==> src/hdl/fec_pkg.sv <==
// Shared types and constants for the fade envelope controller.
package fec_pkg;

    localparam logic [16:0] Q_ONE         = 17'h10000;
    localparam logic [15:0] PUNCH_MIN_DIV = 16'd10;
    localparam logic [16:0] WAIT_MAX      = 17'h1FFFF;
    localparam logic [47:0] OPAC_ROUND    = 48'h0000_8000_0000;
    localparam logic [35:0] OFF_ROUND     = 36'h0_0000_8000;

    localparam int unsigned DIV_ITERS = 8;
    localparam int unsigned DIV_CNT_W = 3;

    localparam int unsigned CFG_IDX_W  = 3;
    localparam int unsigned CFG_DATA_W = 17;

    localparam logic [2:0] REG_FADE_IN      = 3'd0;
    localparam logic [2:0] REG_FADE_OUT     = 3'd1;
    localparam logic [2:0] REG_APPEAR_DELAY = 3'd2;
    localparam logic [2:0] REG_HOLD         = 3'd3;
    localparam logic [2:0] REG_PUNCH_LEVEL  = 3'd4;
    localparam logic [2:0] REG_RISE         = 3'd5;

    localparam logic [15:0] FADE_IN_RST      = 16'd250;
    localparam logic [15:0] FADE_OUT_RST     = 16'd250;
    localparam logic [15:0] APPEAR_DELAY_RST = 16'd0;
    localparam logic [15:0] HOLD_RST         = 16'd0;
    localparam logic [16:0] PUNCH_LEVEL_RST  = 17'd0;
    localparam logic [9:0]  RISE_RST         = 10'd0;

    typedef enum logic [3:0] {
        ST_IDLE,
        ST_PRE,
        ST_PDIV,
        ST_PWAIT,
        ST_MAIN,
        ST_SWAIT,
        ST_MSQ,
        ST_MLO,
        ST_MHI,
        ST_OPAC,
        ST_MOFF,
        ST_OUT
    } fec_state_t;

    typedef enum logic [1:0] {
        MUL_SQ,
        MUL_LO,
        MUL_HI,
        MUL_OFF
    } mul_sel_t;

    typedef struct packed {
        logic     load_in;
        logic     pre;
        logic     div_start;
        logic     div_punch;
        logic     punch_apply;
        logic     main;
        logic     step_apply;
        logic     mul_en;
        mul_sel_t mul_sel;
        logic     opac_load;
        logic     out_load;
    } fec_cmd_t;

    typedef struct packed {
        logic punch_nz;
        logic need_step;
        logic div_done;
        logic out_free;
    } fec_status_t;

endpackage

==> src/hdl/fade_envelope_controller.sv <==
// Top level of the fade envelope controller: one result per tick.
// A tick runs through the controller states in turn, with a punch-decay division and a
// progress-step division only when the tick needs them; a new tick is taken only in idle.
// The shared radix-4 divider and the shared 18x18 multiplier are used in turn. A waiting
// result does not block input.
// Reset (aresetn low, synchronous) restores register defaults and clears the envelope.
module fade_envelope_controller (
    input  logic                             aclk,
    input  logic                             aresetn,
    input  logic                             s_valid,
    output logic                             s_ready,
    input  logic                             s_wanted,
    input  logic                             s_content_changed,
    input  logic [15:0]                      s_elapsed_ms,
    output logic                             m_valid,
    input  logic                             m_ready,
    output logic [16:0]                      m_opacity,
    output logic [9:0]                       m_offset_pixels,
    input  logic                             cfg_valid,
    output logic                             cfg_ready,
    input  logic [fec_pkg::CFG_IDX_W-1:0]    cfg_index,
    input  logic [fec_pkg::CFG_DATA_W-1:0]   cfg_data
);

    fec_pkg::fec_cmd_t    cmd;
    fec_pkg::fec_status_t status;

    assign cfg_ready = 1'b1;

    fec_ctrl u_ctrl (
        .aclk    (aclk),
        .aresetn (aresetn),
        .s_valid (s_valid),
        .s_ready (s_ready),
        .cmd     (cmd),
        .status  (status)
    );

    fec_dp u_dp (
        .aclk              (aclk),
        .aresetn           (aresetn),
        .cfg_valid         (cfg_valid),
        .cfg_index         (cfg_index),
        .cfg_data          (cfg_data),
        .s_wanted          (s_wanted),
        .s_content_changed (s_content_changed),
        .s_elapsed_ms      (s_elapsed_ms),
        .m_ready           (m_ready),
        .m_valid           (m_valid),
        .m_opacity         (m_opacity),
        .m_offset_pixels   (m_offset_pixels),
        .cmd               (cmd),
        .status            (status)
    );

endmodule

==> src/hdl/fec_div.sv <==
// Iterative Q16 fraction divider, two quotient bits per cycle, saturating at one.
module fec_div (
    input  logic        aclk,
    input  logic        aresetn,
    input  logic        start,
    input  logic [15:0] dividend,
    input  logic [15:0] divisor,
    output logic        done,
    output logic [16:0] quotient
);

    logic                           busy_reg, busy_next;
    logic                           done_reg, done_next;
    logic [fec_pkg::DIV_CNT_W-1:0]  cnt_reg, cnt_next;
    logic [15:0]                    rem_reg, rem_next;
    logic [15:0]                    dvs_reg, dvs_next;
    logic [16:0]                    quo_reg, quo_next;
    logic [15:0]                    iter_rem;
    logic [1:0]                     iter_bits;

    always_comb begin : iter_blk
        logic [16:0] trial;
        logic [15:0] r;
        r = rem_reg;
        iter_bits = 2'b00;
        for (int i = 0; i < 2; i++) begin
            trial = {r, 1'b0};
            if (trial >= {1'b0, dvs_reg}) begin
                iter_bits[1-i] = 1'b1;
                r = 16'(trial - {1'b0, dvs_reg});
            end else begin
                r = trial[15:0];
            end
        end
        iter_rem = r;
    end

    always_comb begin
        busy_next = busy_reg;
        done_next = 1'b0;
        cnt_next  = cnt_reg;
        rem_next  = rem_reg;
        dvs_next  = dvs_reg;
        quo_next  = quo_reg;
        if (start) begin
            dvs_next = divisor;
            cnt_next = '0;
            if (dividend >= divisor) begin
                quo_next  = fec_pkg::Q_ONE;
                done_next = 1'b1;
                busy_next = 1'b0;
            end else begin
                rem_next  = dividend;
                quo_next  = '0;
                busy_next = 1'b1;
            end
        end else if (busy_reg) begin
            rem_next = iter_rem;
            quo_next = {quo_reg[14:0], iter_bits};
            cnt_next = cnt_reg + 1'b1;
            if (cnt_reg == fec_pkg::DIV_CNT_W'(fec_pkg::DIV_ITERS - 1)) begin
                busy_next = 1'b0;
                done_next = 1'b1;
            end
        end
    end

    always_ff @(posedge aclk) begin
        if (!aresetn) begin
            busy_reg <= 1'b0;
            done_reg <= 1'b0;
            cnt_reg  <= '0;
        end else begin
            busy_reg <= busy_next;
            done_reg <= done_next;
            cnt_reg  <= cnt_next;
        end
    end

    always_ff @(posedge aclk) begin
        rem_reg <= rem_next;
        dvs_reg <= dvs_next;
        quo_reg <= quo_next;
    end

    assign done     = done_reg;
    assign quotient = quo_reg;

endmodule

==> src/hdl/fec_dp.sv <==
// Datapath: configuration, envelope state, shared divider and multiplier, result register.
module fec_dp (
    input  logic                             aclk,
    input  logic                             aresetn,
    input  logic                             cfg_valid,
    input  logic [fec_pkg::CFG_IDX_W-1:0]    cfg_index,
    input  logic [fec_pkg::CFG_DATA_W-1:0]   cfg_data,
    input  logic                             s_wanted,
    input  logic                             s_content_changed,
    input  logic [15:0]                      s_elapsed_ms,
    input  logic                             m_ready,
    output logic                             m_valid,
    output logic [16:0]                      m_opacity,
    output logic [9:0]                       m_offset_pixels,
    input  fec_pkg::fec_cmd_t                cmd,
    output fec_pkg::fec_status_t             status
);

    logic [15:0] fade_in_reg, fade_out_reg, appear_delay_reg, hold_ms_reg;
    logic [16:0] punch_level_reg;
    logic [9:0]  rise_reg;

    logic        wanted_reg, changed_reg;
    logic [15:0] elapsed_reg;

    logic [16:0] progress_reg, progress_next;
    logic [16:0] appear_wait_reg, appear_wait_next;
    logic [15:0] hold_left_reg, hold_left_next;
    logic [16:0] punch_reg, punch_next;

    logic [35:0] prod_reg;
    logic [35:0] acc_reg;
    logic [15:0] sq_hi_reg;
    logic [16:0] opac_reg;

    logic        m_valid_reg, m_valid_next;
    logic [16:0] opacity_out_reg;
    logic [9:0]  offset_out_reg;

    logic [15:0] punch_div, step_div, div_divisor;
    logic        div_done;
    logic [16:0] div_q;

    logic        prog_zero, wait_short;
    logic [17:0] wait_sum, prog_sum;
    logic [17:0] smooth_k;
    logic [17:0] total_raw;
    logic [16:0] total;
    logic [17:0] mul_a, mul_b;
    logic [35:0] mul_p;
    logic [52:0] opac_sum;
    logic [35:0] off_sum;

    always_ff @(posedge aclk) begin
        if (!aresetn) begin
            fade_in_reg      <= fec_pkg::FADE_IN_RST;
            fade_out_reg     <= fec_pkg::FADE_OUT_RST;
            appear_delay_reg <= fec_pkg::APPEAR_DELAY_RST;
            hold_ms_reg      <= fec_pkg::HOLD_RST;
            punch_level_reg  <= fec_pkg::PUNCH_LEVEL_RST;
            rise_reg         <= fec_pkg::RISE_RST;
        end else if (cfg_valid) begin
            case (cfg_index)
                fec_pkg::REG_FADE_IN:      fade_in_reg      <= cfg_data[15:0];
                fec_pkg::REG_FADE_OUT:     fade_out_reg     <= cfg_data[15:0];
                fec_pkg::REG_APPEAR_DELAY: appear_delay_reg <= cfg_data[15:0];
                fec_pkg::REG_HOLD:         hold_ms_reg      <= cfg_data[15:0];
                fec_pkg::REG_PUNCH_LEVEL:  punch_level_reg  <= cfg_data;
                fec_pkg::REG_RISE:         rise_reg         <= cfg_data[9:0];
                default: begin
                end
            endcase
        end
    end

    always_ff @(posedge aclk) begin
        if (cmd.load_in) begin
            wanted_reg  <= s_wanted;
            changed_reg <= s_content_changed;
            elapsed_reg <= s_elapsed_ms;
        end
    end

    assign punch_div   = (fade_in_reg < fec_pkg::PUNCH_MIN_DIV) ? fec_pkg::PUNCH_MIN_DIV
                                                              : fade_in_reg;
    assign step_div    = wanted_reg ? fade_in_reg : fade_out_reg;
    assign div_divisor = cmd.div_punch ? punch_div : step_div;

    fec_div u_div (
        .aclk     (aclk),
        .aresetn  (aresetn),
        .start    (cmd.div_start),
        .dividend (elapsed_reg),
        .divisor  (div_divisor),
        .done     (div_done),
        .quotient (div_q)
    );

    assign prog_zero  = (progress_reg == '0);
    assign wait_short = (appear_wait_reg < {1'b0, appear_delay_reg});
    assign wait_sum   = {1'b0, appear_wait_reg} + {2'b00, elapsed_reg};
    assign prog_sum   = {1'b0, progress_reg} + {1'b0, div_q};

    always_comb begin
        progress_next    = progress_reg;
        appear_wait_next = appear_wait_reg;
        hold_left_next   = hold_left_reg;
        punch_next       = punch_reg;
        if (cmd.pre) begin
            if (wanted_reg && changed_reg && prog_zero) begin
                appear_wait_next = '0;
            end
            if (wanted_reg) begin
                if (changed_reg && !prog_zero) begin
                    punch_next = (punch_level_reg > fec_pkg::Q_ONE) ? fec_pkg::Q_ONE
                                                                   : punch_level_reg;
                end
                hold_left_next = hold_ms_reg;
            end
        end
        if (cmd.punch_apply) begin
            punch_next = (div_q >= punch_reg) ? '0 : punch_reg - div_q;
        end
        if (cmd.main) begin
            if (wanted_reg) begin
                if (!prog_zero) begin
                    appear_wait_next = {1'b0, appear_delay_reg};
                end else if (wait_short) begin
                    appear_wait_next = (wait_sum > {1'b0, fec_pkg::WAIT_MAX})
                                     ? fec_pkg::WAIT_MAX : wait_sum[16:0];
                end
            end else begin
                appear_wait_next = '0;
                if (hold_left_reg != '0) begin
                    hold_left_next = (elapsed_reg >= hold_left_reg) ? '0
                                                                    : hold_left_reg - elapsed_reg;
                end
            end
        end
        if (cmd.step_apply) begin
            if (wanted_reg) begin
                progress_next = (prog_sum > {1'b0, fec_pkg::Q_ONE}) ? fec_pkg::Q_ONE
                                                                    : prog_sum[16:0];
            end else if (div_q >= progress_reg) begin
                progress_next = '0;
                punch_next    = '0;
            end else begin
                progress_next = progress_reg - div_q;
            end
        end
    end

    always_ff @(posedge aclk) begin
        if (!aresetn) begin
            progress_reg    <= '0;
            appear_wait_reg <= '0;
            hold_left_reg   <= '0;
            punch_reg       <= '0;
        end else begin
            progress_reg    <= progress_next;
            appear_wait_reg <= appear_wait_next;
            hold_left_reg   <= hold_left_next;
            punch_reg       <= punch_next;
        end
    end

    // Smoothstep is p*p*(3 - 2p); the square is split into two partial products.
    assign smooth_k  = 18'({1'b0, fec_pkg::Q_ONE} + {1'b0, fec_pkg::Q_ONE}
                           + {1'b0, fec_pkg::Q_ONE}) - {progress_reg, 1'b0};
    assign total_raw = {1'b0, fec_pkg::Q_ONE} - {1'b0, opac_reg} + {1'b0, punch_reg};
    assign total     = (total_raw > {1'b0, fec_pkg::Q_ONE}) ? fec_pkg::Q_ONE : total_raw[16:0];

    always_comb begin
        case (cmd.mul_sel)
            fec_pkg::MUL_SQ: begin
                mul_a = {1'b0, progress_reg};
                mul_b = {1'b0, progress_reg};
            end
            fec_pkg::MUL_LO: begin
                mul_a = {1'b0, prod_reg[16:0]};
                mul_b = smooth_k;
            end
            fec_pkg::MUL_HI: begin
                mul_a = {2'b00, sq_hi_reg};
                mul_b = smooth_k;
            end
            fec_pkg::MUL_OFF: begin
                mul_a = {1'b0, total};
                mul_b = {8'd0, rise_reg};
            end
            default: begin
                mul_a = '0;
                mul_b = '0;
            end
        endcase
    end

    assign mul_p    = mul_a * mul_b;
    assign opac_sum = {prod_reg, 17'd0} + {17'd0, acc_reg} + {5'd0, fec_pkg::OPAC_ROUND};
    assign off_sum  = prod_reg + fec_pkg::OFF_ROUND;

    always_ff @(posedge aclk) begin
        if (cmd.mul_en) begin
            prod_reg <= mul_p;
            if (cmd.mul_sel == fec_pkg::MUL_LO) begin
                sq_hi_reg <= prod_reg[32:17];
            end
            if (cmd.mul_sel == fec_pkg::MUL_HI) begin
                acc_reg <= prod_reg;
            end
        end
        if (cmd.opac_load) begin
            opac_reg <= opac_sum[48:32];
        end
        if (cmd.out_load) begin
            opacity_out_reg <= opac_reg;
            offset_out_reg  <= off_sum[25:16];
        end
    end

    always_comb begin
        m_valid_next = m_valid_reg;
        if (cmd.out_load) begin
            m_valid_next = 1'b1;
        end else if (m_ready) begin
            m_valid_next = 1'b0;
        end
    end

    always_ff @(posedge aclk) begin
        if (!aresetn) begin
            m_valid_reg <= 1'b0;
        end else begin
            m_valid_reg <= m_valid_next;
        end
    end

    assign m_valid         = m_valid_reg;
    assign m_opacity       = opacity_out_reg;
    assign m_offset_pixels = offset_out_reg;

    assign status.punch_nz  = (punch_reg != '0);
    assign status.need_step = wanted_reg ? !(prog_zero && wait_short) : (hold_left_reg == '0);
    assign status.div_done  = div_done;
    assign status.out_free  = !m_valid_reg || m_ready;

    a_progress_range: assert property (@(posedge aclk) disable iff (!aresetn)
        progress_reg <= fec_pkg::Q_ONE)
        else $error("progress above one");

    a_punch_range: assert property (@(posedge aclk) disable iff (!aresetn)
        punch_reg <= fec_pkg::Q_ONE)
        else $error("punch above one");

    a_out_no_overwrite: assert property (@(posedge aclk) disable iff (!aresetn)
        cmd.out_load |-> (!m_valid_reg || m_ready))
        else $error("result register overwritten before transfer");

    a_punch_cleared_at_rest: assert property (@(posedge aclk) disable iff (!aresetn)
        (cmd.step_apply && !wanted_reg) |=> (progress_reg != '0 || punch_reg == '0))
        else $error("punch left after fade out reached zero");

endmodule

==> src/hdl/fec_ctrl.sv <==
// Controller state machine sequencing one tick through the datapath.
module fec_ctrl (
    input  logic                  aclk,
    input  logic                  aresetn,
    input  logic                  s_valid,
    output logic                  s_ready,
    output fec_pkg::fec_cmd_t     cmd,
    input  fec_pkg::fec_status_t  status
);

    fec_pkg::fec_state_t state_reg, state_next;

    always_comb begin
        state_next = state_reg;
        case (state_reg)
            fec_pkg::ST_IDLE: begin
                if (s_valid) begin
                    state_next = fec_pkg::ST_PRE;
                end
            end
            fec_pkg::ST_PRE: state_next = fec_pkg::ST_PDIV;
            fec_pkg::ST_PDIV: begin
                state_next = status.punch_nz ? fec_pkg::ST_PWAIT : fec_pkg::ST_MAIN;
            end
            fec_pkg::ST_PWAIT: begin
                if (status.div_done) begin
                    state_next = fec_pkg::ST_MAIN;
                end
            end
            fec_pkg::ST_MAIN: begin
                state_next = status.need_step ? fec_pkg::ST_SWAIT : fec_pkg::ST_MSQ;
            end
            fec_pkg::ST_SWAIT: begin
                if (status.div_done) begin
                    state_next = fec_pkg::ST_MSQ;
                end
            end
            fec_pkg::ST_MSQ:  state_next = fec_pkg::ST_MLO;
            fec_pkg::ST_MLO:  state_next = fec_pkg::ST_MHI;
            fec_pkg::ST_MHI:  state_next = fec_pkg::ST_OPAC;
            fec_pkg::ST_OPAC: state_next = fec_pkg::ST_MOFF;
            fec_pkg::ST_MOFF: state_next = fec_pkg::ST_OUT;
            fec_pkg::ST_OUT: begin
                if (status.out_free) begin
                    state_next = fec_pkg::ST_IDLE;
                end
            end
            default: state_next = fec_pkg::ST_IDLE;
        endcase
    end

    always_comb begin
        s_ready = 1'b0;
        cmd     = '0;
        case (state_reg)
            fec_pkg::ST_IDLE: begin
                s_ready     = 1'b1;
                cmd.load_in = s_valid;
            end
            fec_pkg::ST_PRE: cmd.pre = 1'b1;
            fec_pkg::ST_PDIV: begin
                cmd.div_start = status.punch_nz;
                cmd.div_punch = 1'b1;
            end
            fec_pkg::ST_PWAIT: cmd.punch_apply = status.div_done;
            fec_pkg::ST_MAIN: begin
                cmd.main      = 1'b1;
                cmd.div_start = status.need_step;
            end
            fec_pkg::ST_SWAIT: cmd.step_apply = status.div_done;
            fec_pkg::ST_MSQ: begin
                cmd.mul_en  = 1'b1;
                cmd.mul_sel = fec_pkg::MUL_SQ;
            end
            fec_pkg::ST_MLO: begin
                cmd.mul_en  = 1'b1;
                cmd.mul_sel = fec_pkg::MUL_LO;
            end
            fec_pkg::ST_MHI: begin
                cmd.mul_en  = 1'b1;
                cmd.mul_sel = fec_pkg::MUL_HI;
            end
            fec_pkg::ST_OPAC: cmd.opac_load = 1'b1;
            fec_pkg::ST_MOFF: begin
                cmd.mul_en  = 1'b1;
                cmd.mul_sel = fec_pkg::MUL_OFF;
            end
            fec_pkg::ST_OUT: cmd.out_load = status.out_free;
            default: begin
            end
        endcase
    end

    always_ff @(posedge aclk) begin
        if (!aresetn) begin
            state_reg <= fec_pkg::ST_IDLE;
        end else begin
            state_reg <= state_next;
        end
    end

endmodule
==> config.mk <==
export PLATFORM = sky130hd
export DESIGN_NAME = fade_envelope_controller
export DESIGN_NICKNAME = d
export VERILOG_FILES = /design/src/hdl/fec_pkg.sv /design/src/hdl/fade_envelope_controller.sv /design/src/hdl/fec_div.sv /design/src/hdl/fec_dp.sv /design/src/hdl/fec_ctrl.sv
export SDC_FILE = /design/constraint.sdc
export NUM_CORES = 2
export LEC_CHECK = 0
export BUFFER_PORTS_ARGS = -buffer_cell sky130_fd_sc_hd__buf_4
export CORE_MARGIN = 2
export CORE_UTILIZATION = 43
export CTS_BUF_LIST = sky130_fd_sc_hd__clkbuf_8
export CTS_CLUSTER_DIAMETER = 40
export DETAILED_ROUTE_END_ITERATION = 16
export PLACE_DENSITY = 0.54
export RECOVER_POWER = 50
export SYNTH_ARGS = -nofsm -noshare
export SYNTH_HDL_FRONTEND = slang
export SYNTH_SLANG_ARGS = --single-unit
==> constraint.sdc <==
create_clock -name aclk -period 11.4 [get_ports aclk]
set_clock_uncertainty 0.15 [all_clocks]
set_input_delay 2.28 -clock aclk [delete_from_list [all_inputs] [get_ports aclk]]
set_output_delay 2.28 -clock aclk [all_outputs]
set_load 0.01 [all_outputs]
==> results.yml <==
grt:
  grt-ovfl-total: 0
  grt_max_degree: 78
  grt_usage: 0.3155
  grt_pass1_wl_mm: 207.1
  busiest_layer: "met1"
  met1_usage: 0.4622
  grt_pass1_vias: 32470
  antenna_found_initial: 7
  met3_usage: 0.08187
  use_met2: 0.4471
clocking:
  cts_buffers: 76
  cts_sinks: 350
  cts_resized: 0
  clkSlewWorstSetupHoldPaths_ps: 60
  cts_max_level: 3
  cts_root_buf: "clkbuf_8"
  cts_hold_buf: 0
  clock_latency_ps: 680
  cts_tree: "done"
  clock_path_buffers: 3
  cts_setup_buffers: 0
synthesis:
  ys_warn_count: 0
  synth_flop_cell: "edfxtp_1"
  synth.largest_area_cell: "edfxtp_1"
  avgSynthCellArea_um2: 8.572
  syn_area_um2: 36400
  ys_top_cells_by_count: "448 x inv_1, 437 x nand2_1, 335 x ha_1"
  synth-seq-area-share: 0.2425
  synth-edff-count: 182
  ys_top_cells_by_area: "edfxtp_1 15%, fa_1 14%, ha_1 12%, dfxtp_1 9.2%, inv_1 4.6%"
  yosysMostFrequentCell: "inv_1"
  synth_nets: 4873
  synth_top_area_share: 0.1501
  synthArstFlopShare: 0
  ys_ff_latch: 350
  syn_inst: 4247
  synth_cell_types: 91
timing:
  fmax_mhz: 91.56
  rsz0062_at_grt: "no"
  hold_viol: 0
  tightest_slew_ps: 3682
  slew_headroom: -1.455
  fin_crit_ps: 10920
  final-setup-viol-count: 0
  min_period_over_period: 0.9581
  slew_violations: 145
  fin_setup_tns_ps: 0
drt:
  drt_iter0_drc: 3828
  ant_nets: 0
  vias_per_cell: 6.131
  via_count: 33450
  drt_wl_total_mm: 137.0
  drc: 0
  wire_per_inst_um: 25.12
  dr.pass1.iters: 6
status:
  violations: "capacitance limit, slew limit"
  status: "finished with violations"
min_path:
  hold_depth: 0
  worstHoldPathType: "register to register"
placement:
  placed_cells_incl_taps: 5313
  dp_hpwl_mm: 104.9
  placed_cell_area_um2: 38280
  gp_congestion: 0.9984
  portBuffers: 71
critical_path:
  required_ps: 11780
  r2r_slack_ps: 480
  critPathLaunchType: "register"
  critPathArrivalTime_ps: 11300
  cp.depth: 29
  critPathCaptureType: "register"
  critPathMaxFanout: 29
  rr_worst_depth: 29
  worst-path-buf-inv: 3
  critPathMostFrequentCell: "fa_1"
  critPathSlowestCell: "o41ai_1"
  crit_family: "adder cells"
  critPathMaxStageDelay_ps: 920
  critPathKind: "register to register"
layout:
  syn_to_final_growth_pct: 9.376
  fin_cells: 5456
  fin_area_um2: 39820
  nNetsFinal: 4883
  largest_reg_flops: 36
  regArea_um2: 8828
  fill_cells: 8347
  multiInputGateArea_um2: 24930
  layout-drive-gt1-share: 0.08318
floorplanning:
  initial_utilization: 0.4350
  die_area_um2: 87000
  fp-row-count: 106
  die_x_um: 295.0
  die_h_um: 295.0
  core-area_um2: 83690
  io_pins: 73
power:
  power.density_nw_per_um2: 138.9
  leakagePower_nw: 16.81
  irDropWorstVdd_mv: 0.1472
flow_run:
  cap_violations: 4
==> layout by cell type (no fill, tap or decap), types with 32 or more instances in the layout <==
cell / n
nor2_1: 257
nand2b_1: 46
o32ai_1: 45
a2111oi_0: 47
o211ai_1: 49
a22oi_1: 50
inv_1: 465
nor3_1: 113
o21a_1: 37
nand3_1: 107
a21o_1: 65
a21oi_1: 266
ha_1: 334
xor2_1: 52
nand2_1: 437
o41ai_1: 47
o21ai_0: 194
and2_1: 32
nor2b_1: 60
dfxtp_1: 168
fa_1: 248
clkbuf_8: 81
buf_4: 158
a211oi_1: 68
a31oi_1: 41
o22ai_1: 39
edfxtp_1: 182
mux2i_1: 43
xnor2_1: 97
==> final timing paths <==
path	endpoint	startpoint
hold / removal	u_dp.m_opacity[1]	u_dp.opac_reg[1]
hold reg to reg	u_dp.m_opacity[1]	u_dp.opac_reg[1]
setup / recovery	u_dp.prod_reg[35]	u_dp.punch_reg[1]
setup reg to reg	u_dp.prod_reg[35]	u_dp.punch_reg[1]
==> layer usage <==
layer / part of all wire / vias to the layer above
li1: - / 15280
met1: 0.45 / 16160
met2: 0.41 / 1703
met3: 0.11 / 299
met4: 0.036 / 4
met5: 0.00015 / -
==> cell type report <==
| cell class | count | area share |
|---|---|---|
| Inverter | 452 | 0.04264 |
| Clock inverter | 56 | 0.01138 |
| Sequential cell | 350 | 0.2217 |
| Multi-Input combinational cell | 3190 | 0.6261 |
| Antenna cell | 6 | 0.0003771 |
| Clock buffer | 81 | 0.02800 |
| Timing Repair Buffer | 187 | 0.03413 |
| Tap cell | 1134 | 0.03563 |
==> through the flow <==
stage                     hold slack [ps]  total power [mW]    util  setup slack (ps)
after global routing                315.9             5.876  0.4758             117.1
after floorplan                     250.3             3.420       -              1880
after detailed placement            285.6             4.080  0.4574             791.7
after CTS                           298.9             5.528  0.4761             778.1
final                               303.9             5.530  0.4758             477.8
after global placement              278.8             4.078  0.4574             819.3
==> where the power goes <==
part | switching (mW) | total, mW | internal (mW)
Combinational | 1.46 | 2.42 | 0.963
Sequential | 0.140 | 1.68 | 1.54
Clock | 0.648 | 1.43 | 0.787
Total | 2.24 | 5.53 | 3.29
==> cell families after synthesis <==
| kind of cell | Yosys count | share of synthesized area |
|---|---|---|
| AND/OR/NAND/NOR | 1216 | 0.1566 |
| AO/OA/AOI/OAI | 1181 | 0.2218 |
| buffers and inverters | 707 | 0.07462 |
| adder cells (fa/ha/maj) | 583 | 0.2515 |
| flip-flops | 350 | 0.2425 |
| XOR/XNOR | 149 | 0.03585 |
| multiplexers | 60 | 0.01708 |
| other | 1 | 0.0001030 |
No activity file was read; power rests on OpenSTA's default activity.
